## config.mk

```make
export PLATFORM = sky130hd
export DESIGN_NAME = proximity_speed_governor_top
export DESIGN_NICKNAME = d
export VERILOG_FILES = /design/src/sv/psg_pkg.sv /design/src/sv/psg_lane.sv /design/src/sv/psg_merge.sv /design/src/sv/psg_ramp.sv /design/src/sv/proximity_speed_governor_top.sv
export SDC_FILE = /design/constraint.sdc
export NUM_CORES = 1
export LEC_CHECK = 0
export ABC_CLOCK_PERIOD_IN_PS = 14500
export BUFFER_PORTS_ARGS = -buffer_cell sky130_fd_sc_hd__buf_2
export CELL_PAD_IN_SITES_DETAIL_PLACEMENT = 0
export CELL_PAD_IN_SITES_GLOBAL_PLACEMENT = 1
export CORE_MARGIN = 5
export CORE_UTILIZATION = 45
export DETAILED_ROUTE_END_ITERATION = 12
export PLACE_DENSITY = 0.78
export SLEW_MARGIN = 20
export SYNTH_ARGS = -nofsm -noshare
export SYNTH_HDL_FRONTEND = slang
export SYNTH_HIERARCHICAL = 1
export SYNTH_SLANG_ARGS = --single-unit
```

## constraint.sdc

```tcl
create_clock -name clk -period 14.5 [get_ports clk]
set_input_delay 2.175 -clock clk [delete_from_list [all_inputs] [get_ports clk]]
set_output_delay 2.175 -clock clk [all_outputs]
set_load 0.02 [all_outputs]
```

## src/sv/psg_pkg.sv

```systemverilog
// ----------------------------------------------------------------------------
// psg_pkg: shared types and constants of the proximity speed governor
// Widths, register indexes, drive actions and the structures passed between
// the lane, merge and ramp logic.
// ----------------------------------------------------------------------------
package psg_pkg;

  // Sensor count (front pairs plus the rear pair) and internal distance width.
  localparam int SENSORS   = 6;
  localparam int DIST_BITS = 10;

  // Fixed widths of the port fields and configuration registers.
  localparam int FIELD_W    = 10;
  localparam int CFG_DIST_W = 10;
  localparam int SCALE_W    = 4;
  localparam int LIMIT_W    = 7;
  localparam int CFG_IDX_W  = 3;
  localparam int CFG_DATA_W = 10;

  // Number of front sensor pairs on the ports, and how many are examined.
  localparam int FRONT_PORTS = 5;
  localparam int FRONT_LANES = (SENSORS - 1 > FRONT_PORTS) ? FRONT_PORTS : SENSORS - 1;

  // Derived widths: field extension, comparison width and target width.
  localparam int EXT_W = (FIELD_W > DIST_BITS) ? FIELD_W : DIST_BITS;
  localparam int CMP_W = (DIST_BITS > CFG_DIST_W) ? DIST_BITS : CFG_DIST_W;
  localparam int TGT_W = CMP_W + SCALE_W + 2;

  // Value of the nearest distance when nothing is near.
  localparam logic [DIST_BITS-1:0] NEAR_NONE = DIST_BITS'(255);

  // Reset values.
  localparam logic [LIMIT_W-1:0]    FULL_RESET      = LIMIT_W'(100);
  localparam logic [CFG_DIST_W-1:0] SLOW_RESET      = CFG_DIST_W'(70);
  localparam logic [CFG_DIST_W-1:0] IR_SLOW_RESET   = CFG_DIST_W'(60);
  localparam logic [CFG_DIST_W-1:0] HALT_RESET      = CFG_DIST_W'(10);
  localparam logic [SCALE_W-1:0]    SCALE_RESET     = SCALE_W'(1);
  localparam logic [LIMIT_W-1:0]    MIN_LIMIT_RESET = LIMIT_W'(5);
  localparam logic [LIMIT_W-1:0]    MAX_LIMIT_RESET = LIMIT_W'(100);

  // Configuration register indexes.
  typedef enum logic [CFG_IDX_W-1:0] {
    CFG_SLOW      = 3'd0,
    CFG_IR_SLOW   = 3'd1,
    CFG_HALT      = 3'd2,
    CFG_SCALE     = 3'd3,
    CFG_MIN_LIMIT = 3'd4,
    CFG_MAX_LIMIT = 3'd5
  } cfg_idx_t;

  // Drive override commands.
  typedef enum logic [1:0] {
    ACT_NONE = 2'd0,
    ACT_STOP = 2'd1,
    ACT_BACK = 2'd2
  } action_t;

  typedef logic [DIST_BITS-1:0] dist_t;

  // Configuration register set.
  typedef struct packed {
    logic [CFG_DIST_W-1:0] slow;
    logic [CFG_DIST_W-1:0] ir_slow;
    logic [CFG_DIST_W-1:0] halt;
    logic [SCALE_W-1:0]    scale;
    logic [LIMIT_W-1:0]    min_lim;
    logic [LIMIT_W-1:0]    max_lim;
  } cfg_t;

  // What one front lane found.
  typedef struct packed {
    dist_t near;
    logic  blocked;
  } lane_res_t;

  // Merged result of one scan.
  typedef struct packed {
    dist_t near_front;
    dist_t near_rear;
    logic  blocked;
    logic  recede;
  } scan_t;

  // Brings a port field to the internal distance width.
  function automatic dist_t dist_of(input logic [FIELD_W-1:0] v);
    logic [EXT_W-1:0] t;
    t = EXT_W'(v);
    return t[DIST_BITS-1:0];
  endfunction

  // Unsigned compare of a distance against a threshold register.
  function automatic logic below(input dist_t d, input logic [CFG_DIST_W-1:0] thr);
    return CMP_W'(d) < CMP_W'(thr);
  endfunction

endpackage

```

## src/sv/psg_lane.sv

```systemverilog
// ----------------------------------------------------------------------------
// psg_lane: one front sensor pair
// Qualifies the ultrasonic and infrared readings against their slow-down
// thresholds, keeps the nearer one and flags a reading below halt distance.
// ----------------------------------------------------------------------------
module psg_lane (
  input  logic [psg_pkg::FIELD_W-1:0] ping,
  input  logic [psg_pkg::FIELD_W-1:0] ir,
  input  psg_pkg::cfg_t               cfg,
  output psg_pkg::lane_res_t          res
);

  psg_pkg::dist_t d_ping;
  psg_pkg::dist_t d_ir;
  psg_pkg::dist_t c_ping;
  psg_pkg::dist_t c_ir;
  logic           near_ping;
  logic           near_ir;

  // A reading that is not near stands in as the nothing-near value.
  always_comb begin
    d_ping    = psg_pkg::dist_of(ping);
    d_ir      = psg_pkg::dist_of(ir);
    near_ping = psg_pkg::below(d_ping, cfg.slow);
    near_ir   = psg_pkg::below(d_ir, cfg.ir_slow);
    c_ping    = near_ping ? d_ping : psg_pkg::NEAR_NONE;
    c_ir      = near_ir ? d_ir : psg_pkg::NEAR_NONE;
    res.near  = (c_ir < c_ping) ? c_ir : c_ping;
    res.blocked = (near_ping && psg_pkg::below(d_ping, cfg.halt)) ||
                  (near_ir && psg_pkg::below(d_ir, cfg.halt));
  end

endmodule

```

## src/sv/psg_merge.sv

```systemverilog
// ----------------------------------------------------------------------------
// psg_merge: combines the front lanes and evaluates the rear pair
// Takes the minimum over the lanes, ORs their blocked flags and works out
// the rear nearest distance and whether reversing is safe.
// ----------------------------------------------------------------------------
module psg_merge (
  input  psg_pkg::lane_res_t          lanes [psg_pkg::FRONT_LANES],
  input  logic [psg_pkg::FIELD_W-1:0] rear_ping,
  input  logic [psg_pkg::FIELD_W-1:0] rear_ir,
  input  psg_pkg::cfg_t               cfg,
  output psg_pkg::scan_t              scan
);

  psg_pkg::dist_t min_v;
  logic           blk;
  psg_pkg::dist_t rp;
  psg_pkg::dist_t ri;
  psg_pkg::dist_t rear_v;

  // Minimum and blocked flag across the front lanes.
  always_comb begin
    min_v = psg_pkg::NEAR_NONE;
    blk   = 1'b0;
    for (int i = 0; i < psg_pkg::FRONT_LANES; i++) begin
      if (lanes[i].near < min_v) begin
        min_v = lanes[i].near;
      end
      blk = blk | lanes[i].blocked;
    end
  end

  // Rear pair: the ultrasonic reading replaces the default when below its slow
  // threshold, the infrared one only where it is below its own and nearer still.
  always_comb begin
    rp     = psg_pkg::dist_of(rear_ping);
    ri     = psg_pkg::dist_of(rear_ir);
    rear_v = psg_pkg::below(rp, cfg.slow) ? rp : psg_pkg::NEAR_NONE;
    if (psg_pkg::below(ri, cfg.ir_slow) && (ri < rear_v)) begin
      rear_v = ri;
    end
  end

  always_comb begin
    scan.near_front = min_v;
    scan.near_rear  = rear_v;
    scan.blocked    = blk;
    scan.recede     = !(psg_pkg::below(rp, cfg.halt) || psg_pkg::below(ri, cfg.halt));
  end

endmodule

```

## src/sv/psg_ramp.sv

```systemverilog
// ----------------------------------------------------------------------------
// psg_ramp: one speed limit ramp step
// Computes the clamped target from the nearest distance and moves the limit
// one step towards it, or jumps to the full limit when nothing is near.
// ----------------------------------------------------------------------------
module psg_ramp (
  input  logic [psg_pkg::LIMIT_W-1:0] cur,
  input  psg_pkg::dist_t              near,
  input  psg_pkg::cfg_t               cfg,
  output logic [psg_pkg::LIMIT_W-1:0] nxt
);

  logic signed [psg_pkg::CMP_W:0]   diff;
  logic signed [psg_pkg::TGT_W-1:0] diff_ext;
  logic signed [psg_pkg::TGT_W-1:0] scale_ext;
  logic signed [psg_pkg::TGT_W-1:0] prod;
  logic signed [psg_pkg::TGT_W-1:0] min_ext;
  logic signed [psg_pkg::TGT_W-1:0] max_ext;
  logic [psg_pkg::LIMIT_W-1:0]      target;

  // Excess distance over the halt distance, scaled.
  always_comb begin
    diff      = $signed({1'b0, psg_pkg::CMP_W'(near)}) -
                $signed({1'b0, psg_pkg::CMP_W'(cfg.halt)});
    diff_ext  = psg_pkg::TGT_W'(diff);
    scale_ext = $signed(psg_pkg::TGT_W'(cfg.scale));
    prod      = diff_ext * scale_ext;
  end

  // Clamp: the lower bound is tested first, so a product below it takes it.
  always_comb begin
    min_ext = $signed(psg_pkg::TGT_W'(cfg.min_lim));
    max_ext = $signed(psg_pkg::TGT_W'(cfg.max_lim));
    if (prod < min_ext) begin
      target = cfg.min_lim;
    end else if (prod > max_ext) begin
      target = cfg.max_lim;
    end else begin
      target = prod[psg_pkg::LIMIT_W-1:0];
    end
  end

  // One step towards the target.
  always_comb begin
    if (!psg_pkg::below(near, cfg.slow)) begin
      nxt = cfg.max_lim;
    end else if (target > cur) begin
      nxt = cur + psg_pkg::LIMIT_W'(1);
    end else if (target < cur) begin
      nxt = cur - psg_pkg::LIMIT_W'(1);
    end else begin
      nxt = cur;
    end
  end

endmodule

```

## src/sv/proximity_speed_governor_top.sv

```systemverilog
// ----------------------------------------------------------------------------
// proximity_speed_governor_top: obstacle-aware speed limiter
// Evaluates one distance scan per word and produces the ramped speed limits,
// safety flags and drive override command.
// ----------------------------------------------------------------------------
// Use: each input word is one full scan (five front ultrasonic/infrared pairs
// and the rear pair). A word is taken when in_valid is high and in_stall is
// low; each word yields exactly one output word, presented on out_valid and
// held while out_stall is high.
// Once a word is accepted, the front lanes and the merge stage fill a scan
// register; then the ramp and escape logic update the state and load the
// output register, which raises out_valid. One word per cycle is sustained
// while the receiver does not stall; the scan register and the output
// register each hold a word, so in_stall rises only once both are full and
// the receiver stalls.
// The configuration channel (cfg_valid, cfg_ready, cfg_index, cfg_data) is
// always ready; registers should be written only while no scan is in flight.
// An index beyond the register list is ignored.
// Reset (rst_n low, synchronous) empties the pipeline, restores the default
// thresholds, sets both limits to full speed and clears the escape flag.
// ----------------------------------------------------------------------------
module proximity_speed_governor_top (
  input  logic                                   clk,
  input  logic                                   rst_n,
  // Scan input channel
  input  logic                                   in_valid,
  output logic                                   in_stall,
  input  logic [psg_pkg::FIELD_W-1:0]            in_front_ping_0,
  input  logic [psg_pkg::FIELD_W-1:0]            in_front_ping_1,
  input  logic [psg_pkg::FIELD_W-1:0]            in_front_ping_2,
  input  logic [psg_pkg::FIELD_W-1:0]            in_front_ping_3,
  input  logic [psg_pkg::FIELD_W-1:0]            in_front_ping_4,
  input  logic [psg_pkg::FIELD_W-1:0]            in_front_ir_0,
  input  logic [psg_pkg::FIELD_W-1:0]            in_front_ir_1,
  input  logic [psg_pkg::FIELD_W-1:0]            in_front_ir_2,
  input  logic [psg_pkg::FIELD_W-1:0]            in_front_ir_3,
  input  logic [psg_pkg::FIELD_W-1:0]            in_front_ir_4,
  input  logic [psg_pkg::FIELD_W-1:0]            in_rear_ping,
  input  logic [psg_pkg::FIELD_W-1:0]            in_rear_ir,
  // Result channel
  output logic                                   out_valid,
  input  logic                                   out_stall,
  output logic                                   out_safe_to_proceed,
  output logic                                   out_safe_to_recede,
  output logic                                   out_escaping,
  output logic [psg_pkg::LIMIT_W-1:0]            out_forward_limit,
  output logic [psg_pkg::LIMIT_W-1:0]            out_reverse_limit,
  output logic [1:0]                             out_drive_action,
  // Configuration write channel
  input  logic                                   cfg_valid,
  output logic                                   cfg_ready,
  input  logic [psg_pkg::CFG_IDX_W-1:0]          cfg_index,
  input  logic [psg_pkg::CFG_DATA_W-1:0]         cfg_data
);

  // Configuration registers.
  psg_pkg::cfg_t cfg_r;

  // Pipeline control.
  logic a_valid_r;
  logic a_valid_nxt;
  logic out_valid_r;
  logic out_valid_nxt;
  logic out_free;
  logic a_adv;
  logic in_acc;

  // Scan register and state.
  psg_pkg::scan_t  scan_r;
  psg_pkg::scan_t  scan_nxt;
  logic [psg_pkg::LIMIT_W-1:0] fwd_r;
  logic [psg_pkg::LIMIT_W-1:0] fwd_nxt;
  logic [psg_pkg::LIMIT_W-1:0] rev_r;
  logic [psg_pkg::LIMIT_W-1:0] rev_nxt;
  logic                        esc_r;
  logic                        esc_nxt;
  psg_pkg::action_t            act_nxt;

  // Output payload registers.
  logic                        proceed_r;
  logic                        recede_r;
  logic                        escaping_r;
  logic [psg_pkg::LIMIT_W-1:0] fwd_out_r;
  logic [psg_pkg::LIMIT_W-1:0] rev_out_r;
  psg_pkg::action_t            act_r;

  // Front lane inputs gathered into arrays.
  logic [psg_pkg::FIELD_W-1:0] front_ping [psg_pkg::FRONT_PORTS];
  logic [psg_pkg::FIELD_W-1:0] front_ir   [psg_pkg::FRONT_PORTS];
  psg_pkg::lane_res_t          lane_res   [psg_pkg::FRONT_LANES];

  assign front_ping[0] = in_front_ping_0;
  assign front_ping[1] = in_front_ping_1;
  assign front_ping[2] = in_front_ping_2;
  assign front_ping[3] = in_front_ping_3;
  assign front_ping[4] = in_front_ping_4;
  assign front_ir[0]   = in_front_ir_0;
  assign front_ir[1]   = in_front_ir_1;
  assign front_ir[2]   = in_front_ir_2;
  assign front_ir[3]   = in_front_ir_3;
  assign front_ir[4]   = in_front_ir_4;

  // Configuration port: always ready, unknown indexes are dropped.
  assign cfg_ready = 1'b1;

  always_ff @(posedge clk) begin
    if (!rst_n) begin
      cfg_r.slow    <= psg_pkg::SLOW_RESET;
      cfg_r.ir_slow <= psg_pkg::IR_SLOW_RESET;
      cfg_r.halt    <= psg_pkg::HALT_RESET;
      cfg_r.scale   <= psg_pkg::SCALE_RESET;
      cfg_r.min_lim <= psg_pkg::MIN_LIMIT_RESET;
      cfg_r.max_lim <= psg_pkg::MAX_LIMIT_RESET;
    end else if (cfg_valid && cfg_ready) begin
      case (psg_pkg::cfg_idx_t'(cfg_index))
        psg_pkg::CFG_SLOW:      cfg_r.slow    <= cfg_data[psg_pkg::CFG_DIST_W-1:0];
        psg_pkg::CFG_IR_SLOW:   cfg_r.ir_slow <= cfg_data[psg_pkg::CFG_DIST_W-1:0];
        psg_pkg::CFG_HALT:      cfg_r.halt    <= cfg_data[psg_pkg::CFG_DIST_W-1:0];
        psg_pkg::CFG_SCALE:     cfg_r.scale   <= cfg_data[psg_pkg::SCALE_W-1:0];
        psg_pkg::CFG_MIN_LIMIT: cfg_r.min_lim <= cfg_data[psg_pkg::LIMIT_W-1:0];
        psg_pkg::CFG_MAX_LIMIT: cfg_r.max_lim <= cfg_data[psg_pkg::LIMIT_W-1:0];
        default: ;
      endcase
    end
  end

  // Front lanes, one per examined sensor pair.
  for (genvar g = 0; g < psg_pkg::FRONT_LANES; g++) begin : g_lane
    psg_lane u_lane (
      .ping (front_ping[g]),
      .ir   (front_ir[g]),
      .cfg  (cfg_r),
      .res  (lane_res[g])
    );
  end

  // Merge of the lanes with the rear pair.
  psg_merge u_merge (
    .lanes     (lane_res),
    .rear_ping (in_rear_ping),
    .rear_ir   (in_rear_ir),
    .cfg       (cfg_r),
    .scan      (scan_nxt)
  );

  // Ramp units for the forward and reverse limits.
  psg_ramp u_ramp_fwd (
    .cur  (fwd_r),
    .near (scan_r.near_front),
    .cfg  (cfg_r),
    .nxt  (fwd_nxt)
  );

  psg_ramp u_ramp_rev (
    .cur  (rev_r),
    .near (scan_r.near_rear),
    .cfg  (cfg_r),
    .nxt  (rev_nxt)
  );

  // Escape flag and override command.
  always_comb begin
    if (!scan_r.blocked) begin
      esc_nxt = 1'b0;
      act_nxt = esc_r ? psg_pkg::ACT_STOP : psg_pkg::ACT_NONE;
    end else begin
      esc_nxt = 1'b1;
      act_nxt = scan_r.recede ? psg_pkg::ACT_BACK : psg_pkg::ACT_STOP;
    end
  end

  // Handshake: the output register frees when empty or taken this cycle.
  always_comb begin
    out_free      = !out_valid_r || !out_stall;
    a_adv         = a_valid_r && out_free;
    in_stall      = a_valid_r && !out_free;
    in_acc        = in_valid && !in_stall;
    a_valid_nxt   = in_acc ? 1'b1 : (a_adv ? 1'b0 : a_valid_r);
    out_valid_nxt = a_adv ? 1'b1 : (out_free ? 1'b0 : out_valid_r);
  end

  // Control and state registers.
  always_ff @(posedge clk) begin
    if (!rst_n) begin
      a_valid_r   <= 1'b0;
      out_valid_r <= 1'b0;
      fwd_r       <= psg_pkg::FULL_RESET;
      rev_r       <= psg_pkg::FULL_RESET;
      esc_r       <= 1'b0;
    end else begin
      a_valid_r   <= a_valid_nxt;
      out_valid_r <= out_valid_nxt;
      if (a_adv) begin
        fwd_r <= fwd_nxt;
        rev_r <= rev_nxt;
        esc_r <= esc_nxt;
      end
    end
  end

  // Payload registers of the scan and output stages.
  always_ff @(posedge clk) begin
    if (in_acc) begin
      scan_r <= scan_nxt;
    end
    if (a_adv) begin
      proceed_r  <= !scan_r.blocked;
      recede_r   <= scan_r.recede;
      escaping_r <= esc_nxt;
      fwd_out_r  <= fwd_nxt;
      rev_out_r  <= rev_nxt;
      act_r      <= act_nxt;
    end
  end

  assign out_valid           = out_valid_r;
  assign out_safe_to_proceed = proceed_r;
  assign out_safe_to_recede  = recede_r;
  assign out_escaping        = escaping_r;
  assign out_forward_limit   = fwd_out_r;
  assign out_reverse_limit   = rev_out_r;
  assign out_drive_action    = act_r;

  // The escape flag shown always mirrors the blocked condition of that word.
  a_esc_blocked : assert property (@(posedge clk) disable iff (!rst_n)
    out_valid |-> (out_escaping == !out_safe_to_proceed))
    else $error("escaping flag disagrees with blocked front");

  // Backing off is only commanded while escaping with a clear rear.
  a_back_off : assert property (@(posedge clk) disable iff (!rst_n)
    (out_valid && (out_drive_action == psg_pkg::ACT_BACK)) |->
      (out_safe_to_recede && out_escaping))
    else $error("back-off command without a clear rear");

  // The presented limits are the current ramp state.
  a_limit_state : assert property (@(posedge clk) disable iff (!rst_n)
    out_valid |-> ((out_forward_limit == fwd_r) && (out_reverse_limit == rev_r)))
    else $error("output limits differ from ramp state");

endmodule
```

==> results.txt <==
The flow ran to the end, and the final reports show no timing, DRC or antenna violations. Most common cell after layout, fill and taps aside: inv_1. The number of sinks on the clock net was 106.

The synthesized design devotes to its leading area cell type 27.7% of total area. The floorplan step defined a die boundary enclosing 48800 µm². The multi-input combinational cell area was 15500 µm²; the worst hold path cell count was 0.

After Yosys synthesis, XOR and XNOR cells account for 1.52% of the synthesized area. In the routed layout, each cell is associated on average with a via count of 5.53. VDD sags by at most 0.0619 mV. The number of storage elements in the synthesis netlist is 106, and the proportion of layout cells with a drive suffix above 1 is 9.46%. Summing the areas of all and, or, nand and nor instances in the mapped netlist gives 18.0% of the synthesized area. Of the total synthesized cell area, the portion taken by full adders, half adders and majority gates is 32.5%.

For the number of DRC markers in iteration 0, the log shows 1025. The total number of nets in the final design came out at 3287. The power density normalized to cell area works out to 95.4 nW/µm².

Once the floorplan was initialized, standard cells occupied 45.4% of the core. The clock slew seen by the registers of the worst setup and hold paths is 0.08 ns. The post-CTS repair timing setup buffer count is 0, and the depth of the worst register-to-register path is 53. Wires add up to 62600 µm. The measured slew at the worst slew-check pin works out to 1.15 ns. TritonCTS built the clock tree. The hold buffer count at CTS was 0; the HPWL after detailed placement was 51100 µm. The largest single stage delay on the critical path is 0.68 ns.

The number of gates resized after CTS was 0. The path class of the tightest hold or removal check is reg -> reg. The die is 221 µm tall. Slowest cell on the critical path: or4_1. In the synthesized netlist the dominant register cell turns out to be dfxtp_1. The area added between synthesis and finish was 8.72%. STA classifies the critical path startpoint as a primary input. Summed over all cells, the static leakage comes to 0.0112 µW.

The number of port buffers is 158. For the post-synthesis sequential area ratio, the log shows 12.6%. The critical path is of the in -> reg type.

The run gives 4480 as the number of fill cells. The maximum buffer depth of the clock tree was 2; the maximum clock skew at final layout was 0.0123 ns. The routed layout has 18000 vias.

Ranked by total cell area, the synthesized netlist is headed by ha_1, mux2i_1, inv_1, dfxtp_1, edfxtp_1. Clock tree synthesis inserted a total of 9 buffers. The logs give 77.2 MHz for the achievable clock frequency and 20000 µm² for the netlist area before placement.

The unique cell type count in the Yosys netlist came out at 96. The setup TNS is 0 ns, and the register area is 2530 µm². The finished layout holds 3256 standard cells, fillers aside.

Entering global routing, the biggest net connects 98 pins. The data required time at the worst endpoint is 14.62 ns. The worst setup path is captured at a flip-flop. The mean cell area of the mapped netlist came out at 7.96 µm².

Compound-gate portion of the synthesized area: 15.9%. The tools report the CTS root buffer as clkbuf_16. Yosys mapped a number of flops with a built-in enable equal to 41. The total overflow left after global routing is 0. The tools report the count of final max-slew check failures as 0.

Initial antenna violation count: 2. The logs give 0 for the number of hold violations in the final report and 0 for the total DRC errors in the routed layout. The via count of the first global-routing pass was 17900. After synthesis, the share of flip-flops with an asynchronous set or reset is 0%. For the worst setup path, the data arrival time is 13.07 ns. Main combinational cell family by area after synthesis: adder cells. The core region is 44100 µm². The routed length per instance is 19.2 µm. The first-pass iteration count of the detailed router is 6. The run gives 0.36 ns as the later-pin clock latency in the skew report.

Multiplexer cells account for 9.26% of the synthesized area. The number of instances in the synthesized netlist was 2516; the share of the core filled with cells in the final layout was 49.3%. Counting tap cells, the placed design contains a total of 3239 instances. The remaining number of nets flagged by the antenna check after routing is 0.

The H-tree was split into 3 levels. The worst pin sits at a relative slew slack of 23.4%. Setup slack on the critical path of the routed design comes to 1.55 ns.

160 I/O pins were placed. Setup violations remaining at the end of the flow were counted as 0. Of all nets on the critical path, the largest fanout is 17.

From left edge to right edge, the die measures 221 µm. The time the worst path needs with I/O delays and setup came out at 12.95 ns. The worst slack at placement was 1.29 ns. The wire length of the first global-routing pass was 97500 µm; the final RePlAce weighted congestion was 0.919. The share of the clock period used by the worst path after layout is 89.3%, and the standard-cell row count is 77.

The library cells used most frequently in the layout, excluding fill and tap cells, are inv_1, ha_1, nor2_1. The tools report the total global-route track usage as 24.6%. Cell type contributing the most total cell area after synthesis: ha_1.

Setup repair after global routing left no endpoint under its margin. The tools report the Yosys warning count as 6. Across the run, the number of max-cap violations was 0.
## final cells by class
type	count	share of cell area (%)
antenna	1	0.0115
multi-input combinational	1893	71.1
timing repair buffer	183	4.50
clock inverter	7	0.316
tap	592	3.40
inverter	465	8.02
sequential	106	11.6
clock buffer	9	1.03
## critical path: cells and delay by family
kind	cells	cell delay [ns]
AO/OA/AOI/OAI	21	4.28
adder cells (fa/ha/maj)	6	1.80
buffers and inverters	7	0.90
multiplexers	2	0.80
AND/OR/NAND/NOR	17	3.06
## stage by stage
step	hold WS (ns)	total power [µW]	instance area [µm²]
floorplan	0.418	1490	20000
global placement	0.431	1790	21500
detailed placement	0.439	1820	21500
CTS	0.452	2080	21800
global route	0.469	2280	21800
finish	0.450	2080	21800
## cells by family (layout without fill, tap and decap cells)
| logic type | after synthesis | after routing |
|---|---|---|
| other | 2 | 4 |
| XOR/XNOR | 33 | 33 |
| buffers and inverters | 518 | 664 |
| flip-flops | 106 | 106 |
| multiplexers | 184 | 184 |
| AO/OA/AOI/OAI | 472 | 472 |
| AND/OR/NAND/NOR | 709 | 709 |
| adder cells (fa/ha/maj) | 492 | 492 |
## flip-flops by register name, indices dropped and copies added (netlist names)
signal and cells:
cfg_r 48, scan_r 22, fwd_r 7, out_forward_limit 7, out_reverse_limit 7, rev_r 7, out_drive_action 2, a_valid_r 1
esc_r 1, out_escaping 1, out_safe_to_proceed 1, out_safe_to_recede 1, out_valid 1
## synth_stat cells (9+ instances only)
master     number
o21ai_1        10
nand3_1        26
nand2_1       155
a211oi_1       35
nand2b_1       37
and2_1         60
buf_6           9
a2111oi_0      10
clkbuf_1       31
edfxtp_1       41
mux2i_1       181
dfxtp_1        65
inv_1         465
fa_1           48
nor3_1         56
o21a_1         21
nor2_1        190
a21boi_0       14
nor2b_1        71
a21oi_1       125
o2111ai_1       9
nand4_1        37
o21ai_0        92
xnor2_1        26
ha_1          443
o211ai_1       24
a21o_1         55
a31oi_1        10
or4_1          12
## final timing paths
kind | from | to | slack, ns
max | in_front_ir_0[3] | scan_r[12] | 1.55
min | scan_r[0] | out_safe_to_recede | 0.45
max reg2reg | cfg_r[31] | scan_r[12] | 2.58
min reg2reg | scan_r[0] | out_safe_to_recede | 0.45
## power by group
part           leakage [µW]  internal, µW  switching (µW)
Sequential         0.000895           350            34.9
Combinational        0.0102           608             835
Clock              0.000143           122             127
## metal layers
metal	wire length, µm	GRT usage [%]
met4	1750	6.88
met3	2470	2.11
met1	28600	32.5
met2	29800	43.0
met5	21	0
Power figures use the tool's default switching activity.
